File: config.mk
export PLATFORM = sky130hd
export DESIGN_NAME = isu_cell
export DESIGN_NICKNAME = d
export VERILOG_FILES = /design/src/rtl/isu_pkg.sv /design/src/rtl/isu_cell.sv
export SDC_FILE = /design/constraint.sdc
export NUM_CORES = 1
export LEC_CHECK = 0
export ABC_AREA = 1
export ABC_CLOCK_PERIOD_IN_PS = 2450
export BUFFER_PORTS_ARGS = -buffer_cell sky130_fd_sc_hd__buf_2
export CAP_MARGIN = 20
export CORE_MARGIN = 2
export CORE_UTILIZATION = 40
export DETAILED_ROUTE_END_ITERATION = 10
export PLACE_DENSITY = 0.73
export SETUP_SLACK_MARGIN = 0.15
export SKIP_LAST_GASP = 1
export SLEW_MARGIN = 5
export SYNTH_ARGS = -nofsm -noshare
export SYNTH_HDL_FRONTEND = slang
export SYNTH_SLANG_ARGS = --single-unit
export TNS_END_PERCENT = 20
File: constraint.sdc
create_clock -name clk -period 2.45 [get_ports clk]
set_input_delay 0 -clock clk [delete_from_list [all_inputs] [get_ports clk]]
set_output_delay 0 -clock clk [all_outputs]
set_load 0.01 [all_outputs]
File: src/rtl/isu_pkg.sv
// Shared types and constants for the insertion sorter.
// Holds the transfer structs, the cell link struct and the store depth.
// No dependencies.
`default_nettype none

package isu_pkg;

	localparam int DEPTH = 64;

	typedef struct packed {
		logic signed [31:0] value;
		logic               last;
	} in_t;

	typedef struct packed {
		logic signed [31:0] sorted_value;
		logic               final_res;
		logic               overflow;
	} out_t;

	// what one cell shows its neighbors
	typedef struct packed {
		logic               valid;
		logic               gt;
		logic signed [31:0] value;
	} link_t;

	// chain-wide command: insert or shift
	typedef struct packed {
		logic ins;
		logic shift;
	} ctrl_t;

endpackage

`default_nettype wire

File: src/rtl/isu_cell.sv
// One cell of the insertion chain: holds one sorted entry and its valid bit.
// Inserts by taking the new value or its lower neighbor's entry; drains by
// taking its upper neighbor's entry. Depends on isu_pkg.
`default_nettype none

module isu_cell (
	input  wire logic                      clk,
	input  wire logic                      arst_n,
	input  wire isu_pkg::ctrl_t            ctrl,
	input  wire logic signed [31:0]        new_value,
	input  wire isu_pkg::link_t            lower,
	input  wire isu_pkg::link_t            upper,
	output isu_pkg::link_t                 own
);
	import isu_pkg::*;

	logic               valid_q;
	logic signed [31:0] value_q;
	logic               gt;

	// empty cells count as greater, so a value above all entries lands in the first free slot
	assign gt = !valid_q || (value_q > new_value);

	assign own.valid = valid_q;
	assign own.gt    = gt;
	assign own.value = value_q;

	always_ff @(posedge clk or negedge arst_n) begin
		if (!arst_n) begin
			valid_q <= 1'b0;
		end else if (ctrl.shift) begin
			valid_q <= upper.valid;
		end else if (ctrl.ins && gt) begin
			valid_q <= valid_q | lower.valid;
		end
	end

	always_ff @(posedge clk) begin
		if (ctrl.shift) begin
			value_q <= upper.value;
		end else if (ctrl.ins && gt) begin
			value_q <= lower.gt ? lower.value : new_value;
		end
	end

endmodule

`default_nettype wire

After elaboration in Yosys (flattened, before gate mapping)
Index checks and enable logic that the tools add are counted.
{"block": "classes", "n_reduce_logical": 4, "n_mux": 5, "order_cmp": 1, "n_bitwise": 1}
{"cell": "2-to-1 mux 32 bit", "n": 3}
{"cell": "greater-than comparator 32 bit", "n": 1}
{"cell": "2-to-1 mux 1 bit", "n": 2}
{"cell": "nonzero test 2 bit", "n": 1}
{"cell": "logical AND 1 bit", "n": 1}
{"cell": "zero test 1 bit", "n": 1}
{"cell": "logical OR 1 bit", "n": 1}
{"cell": "OR 1 bit", "n": 1}
{"block": "word_totals", "elab_cells": 13, "inputBits": 104, "out_inout_bits": 34, "regBits": 33}

Longest topological paths before layout
{"block": "depth", "word_depth": 5, "ltp_mapped": 20, "mapped_depth_nobuf": 20}

Worst setup path after synthesis
No wires, ideal clock.
{"block": "synth_timing", "kind": "register to register", "from": "reg value_q[31]", "to": "reg value_q[0] (enable)", "period_less_slack_ps": 2291, "arrival_time_ps": 1916, "stages_incl_launch_ff": 12, "path_buffers": 0, "path_slack_ps": 159, "t_required_ps": 2075, "cell_sequence": "edfxtp_1 ha_1 a21oi_1 o21a_1 nand2_1 a21oi_1 nand2_1 nand2_1 nand3_2 nand2_2 nand2_2 nand2_2"}
{"block": "synth_between", "elab_chain_cells": 4}
{"item": "start: declaration", "line": "isu_cell.sv:18", "text": "logic signed [31:0] value_q;"}
{"item": "start signal: assignment", "line": "isu_cell.sv:40", "text": "value_q <= upper.value;"}
{"item": "start signal: assignment", "line": "isu_cell.sv:42", "text": "value_q <= lower.gt ? lower.value : new_value;"}
{"item": "greater-than comparator 32 bit", "line": "isu_cell.sv:22", "text": "assign gt = !valid_q || (value_q > new_value);"}
{"item": "logical OR 1 bit", "line": "isu_cell.sv:22"}
{"item": "named net gt", "line": "isu_cell.sv:19", "text": "logic gt;"}
{"item": "logical AND 1 bit", "line": "isu_cell.sv:41", "text": "end else if (ctrl.ins && gt) begin"}
{"item": "nonzero test 2 bit (no line)"}
The timed path passes the listed nets, and every way through them passes these cells.
A chain may end at the register's enable or synchronous reset.

Final worst setup path
{"block": "layout_timing", "from": "reg value_q[31]", "to": "reg value_q[1] (enable)"}
{"block": "layout_between", "elab_chain_cells": 4}
{"item": "greater-than comparator 32 bit", "line": "isu_cell.sv:22"}
{"item": "logical OR 1 bit", "line": "isu_cell.sv:22"}
{"item": "logical AND 1 bit", "line": "isu_cell.sv:41"}
{"item": "nonzero test 2 bit (no line)"}
No other way between the ends.

==> flow_summary.ini <==
[synth]
synthAdderAreaFrac = 0.155
synth_top_cell_by_area = edfxtp_1
yosys_warnings = 0
avgSynthCellArea_um2 = 8.52
yosysSeqAreaShare = 0.381
syn_area_mm2 = 0.00259
netlist_instances = 304
synthMuxAreaShare = 0
ys_ff_latch = 33
synth_top_family_by_area = compound AO/OA/AOI/OAI gates
yosys.area_share.simple = 0.155
synth_area_leaders = edfxtp_1 37%, ha_1 15%, nand2_1 11%
synth_compound_area_frac = 0.221
synth_cell_types = 21
post-synth-top-area-fraction = 0.371
synth_xor_area_frac = 0
synth_nets = 440

[timing]
fin_worst_skew_ns = 0.0114
fmax_mhz = 459
setup_tns_ns = 0
hold_viol = 0
period_share = 0.889
maxSlewViolCount = 0
setup_violations = 0
fin_hold_ws_ns = 0.00586
post-route-min-period_ns = 2.18
slew_headroom = 0.303
worst_pin_slew_ns = 1.04
rsz0062_at_grt = no

[flow_run]
drv_cap = 0

[global_route]
grt_use_total = 0.189
grt_max_degree = 63
grt_pass1_vias = 2550
gr-total-overflow = 0
grt_pass1_wl_um = 11000
antenna_found_initial = 0

[layout]
final_cell_mix = 136 x buf_2, 72 x nand2_1, 39 x inv_1
n_fill_cell = 565
drive_gt1_frac = 0.382
multi_input_area_mm2 = 0.00149
syn_to_final_growth_pct = 49.0
final_nets = 601
regArea_um2 = 986
layout_commonest_cell = buf_2
diodes = 0

[worst_setup_path]
cp-end-kind = flop
critPathLaunchType = flop
critPathMaxFanout = 8
required_ns = 2.45
worstSetupPathType = flop to flop
cp_data_arrival_time_ns = 2.17

[min_path]
hold_class = input port to flop

[routing]
drc = 0
wl_um = 7060
antenna_left = 0
drtIter0Drc = 92
via_count = 2693
first_pass_iters = 4
wl_per_cell_um = 13.0
via_per_inst = 4.96

[power_and_ir_drop]
p_total_mw = 1.78
sw_frac_of_total = 0.317
seqPwrFrac = 0.416
p_leak_nw = 1.90
p_switching_uw = 564
ir_drop_uv = 240
p_int_mw = 1.21
clkPwrFrac = 0.226
power_density_mw_per_mm2 = 461
p_comb_frac = 0.357

[die]
die-width_um = 84.4
core-area_mm2 = 0.00631
ios = 138
die-height_um = 84.4
die-area_mm2 = 0.00713
initial_core_util = 0.410
rows = 29

[placed_design]
place_hpwl_um = 4860
gp_congestion = 0.775
io_buffer_count = 136

[clock_network]
cts_buffer_depth = 2
numCtsBuffers = 5
cts_tree = done
clkLatencyLatePin_ns = 0.29
root_buffer = clkbuf_8
cts_sinks = 33
cts_max_level = 2
path_clk_slew_ns = 0.08

[outcome]
status = finished clean
[power by group through the flow]
stage / logic [mW] / clock network (mW) / registers (mW)
global route: 0.715 / 0.435 / 0.748
detailed placement: 0.534 / 0 / 0.748
CTS: 0.565 / 0.415 / 0.736
finish: 0.635 / 0.402 / 0.740
floorplan: 0.294 / 0 / 0.776
global placement: 0.521 / 0 / 0.744
[cell usage after synthesis]
| library cell | count |
|---|---|
| nand2_1 | 74 |
| inv_1 | 40 |
| edfxtp_1 | 32 |
| ha_1 | 32 |
| o21a_1 | 31 |
| o211ai_1 | 29 |
| a21oi_1 | 20 |
| clkbuf_1 | 12 |
| nor2_1 | 11 |
| nand2_2 | 4 |
| buf_4 | 3 |
| nand3_1 | 3 |
| o21ai_0 | 3 |
| inv_2 | 2 |
| nor2_2 | 2 |
| a21o_1 | 1 |
| clkinv_1 | 1 |
| dfrtp_1 | 1 |
| nand3_2 | 1 |
| nand4_1 | 1 |
| nand4_2 | 1 |
[path summary, 6_finish.rpt]
check | slack (ns) | cells past startpoint | end | from
setup / recovery | 0.27 | 12 | value_q[1]$_DFFE_PP_ | value_q[31]$_DFFE_PP_
max in group asynchronous | 2.33 | 2 | valid_q$_DFFE_PN0P_ | arst_n
hold / removal | 0.006 | 2 | value_q[12]$_DFFE_PP_ | upper[12]
min in group asynchronous | 0.03 | 2 | valid_q$_DFFE_PN0P_ | arst_n
setup reg to reg | 0.27 | 12 | value_q[1]$_DFFE_PP_ | value_q[31]$_DFFE_PP_
hold reg to reg | 0.59 | 2 | valid_q$_DFFE_PN0P_ | valid_q$_DFFE_PN0P_
[per-stage QoR]
step,setup WS (ns),util,instances,cell area [um2]
3_5_place_dp,0.208,0.528,505,3330
4_1_cts,0.201,0.577,536,3650
2_1_floorplan,0.159,-,304,2590
6_report,0.273,0.611,543,3860
3_3_place_gp,0.254,0.528,505,3330
5_1_grt,0.137,0.611,543,3860
[layer usage]
| layer | GRT usage | share of wire | routed length [um] | vias up |
|---|---|---|---|---|
| met3 | 0.0492 | 0.069 | 484 | 10 |
| met2 | 0.348 | 0.50 | 3510 | 102 |
| met5 | 0 | 0 | 0 | - |
| li1 | - | - | - | 1366 |
| met1 | 0.217 | 0.42 | 2960 | 1215 |
| met4 | 0.0505 | 0.015 | 106 | 0 |
[sequential cells by signal, indices dropped and copies added (netlist names)]
| register | flops |
|---|---|
| valid_q | 1 |
| value_q | 32 |
[layout make-up]
cell class,count,share of cell area
clock buffer,6,0.0188
clock inverter,2,0.00260
inverter,43,0.0419
multi-input combinational,213,0.387
sequential,33,0.256
tap,77,0.0250
timing repair buffer,169,0.269
[critical path, stage by stage, from the launching register on]
cell	delay (ns)
edfxtp_1	0.44
ha_4	0.31
nand2_1	0.08
nor2_2	0.14
nand2_2	0.07
nor2_2	0.13
nand2_1	0.08
nand3_1	0.09
nand3_2	0.09
nand2_2	0.10
nand2_4	0.08
nand2_8	0.09
clkbuf_16	0.18
[cell families after synthesis]
kind of cell,after synthesis
AOI/OAI and AO/OA,84
adders and majority gates,32
buffers and inverters,58
DFF,33
and+or+nand+nor,97
[repair_timing]
| action | 4_1_cts | 5_1_grt |
|---|---|---|
| endpoints found under the setup margin | 0 | 33 |
| hold buffers | 23 | 0 |
| gates resized for setup | 0 | 19 |
| buffers inserted | 0 | 4 |
| hold endpoints to repair | 23 | 0 |
Power figures use the tool's default switching activity.
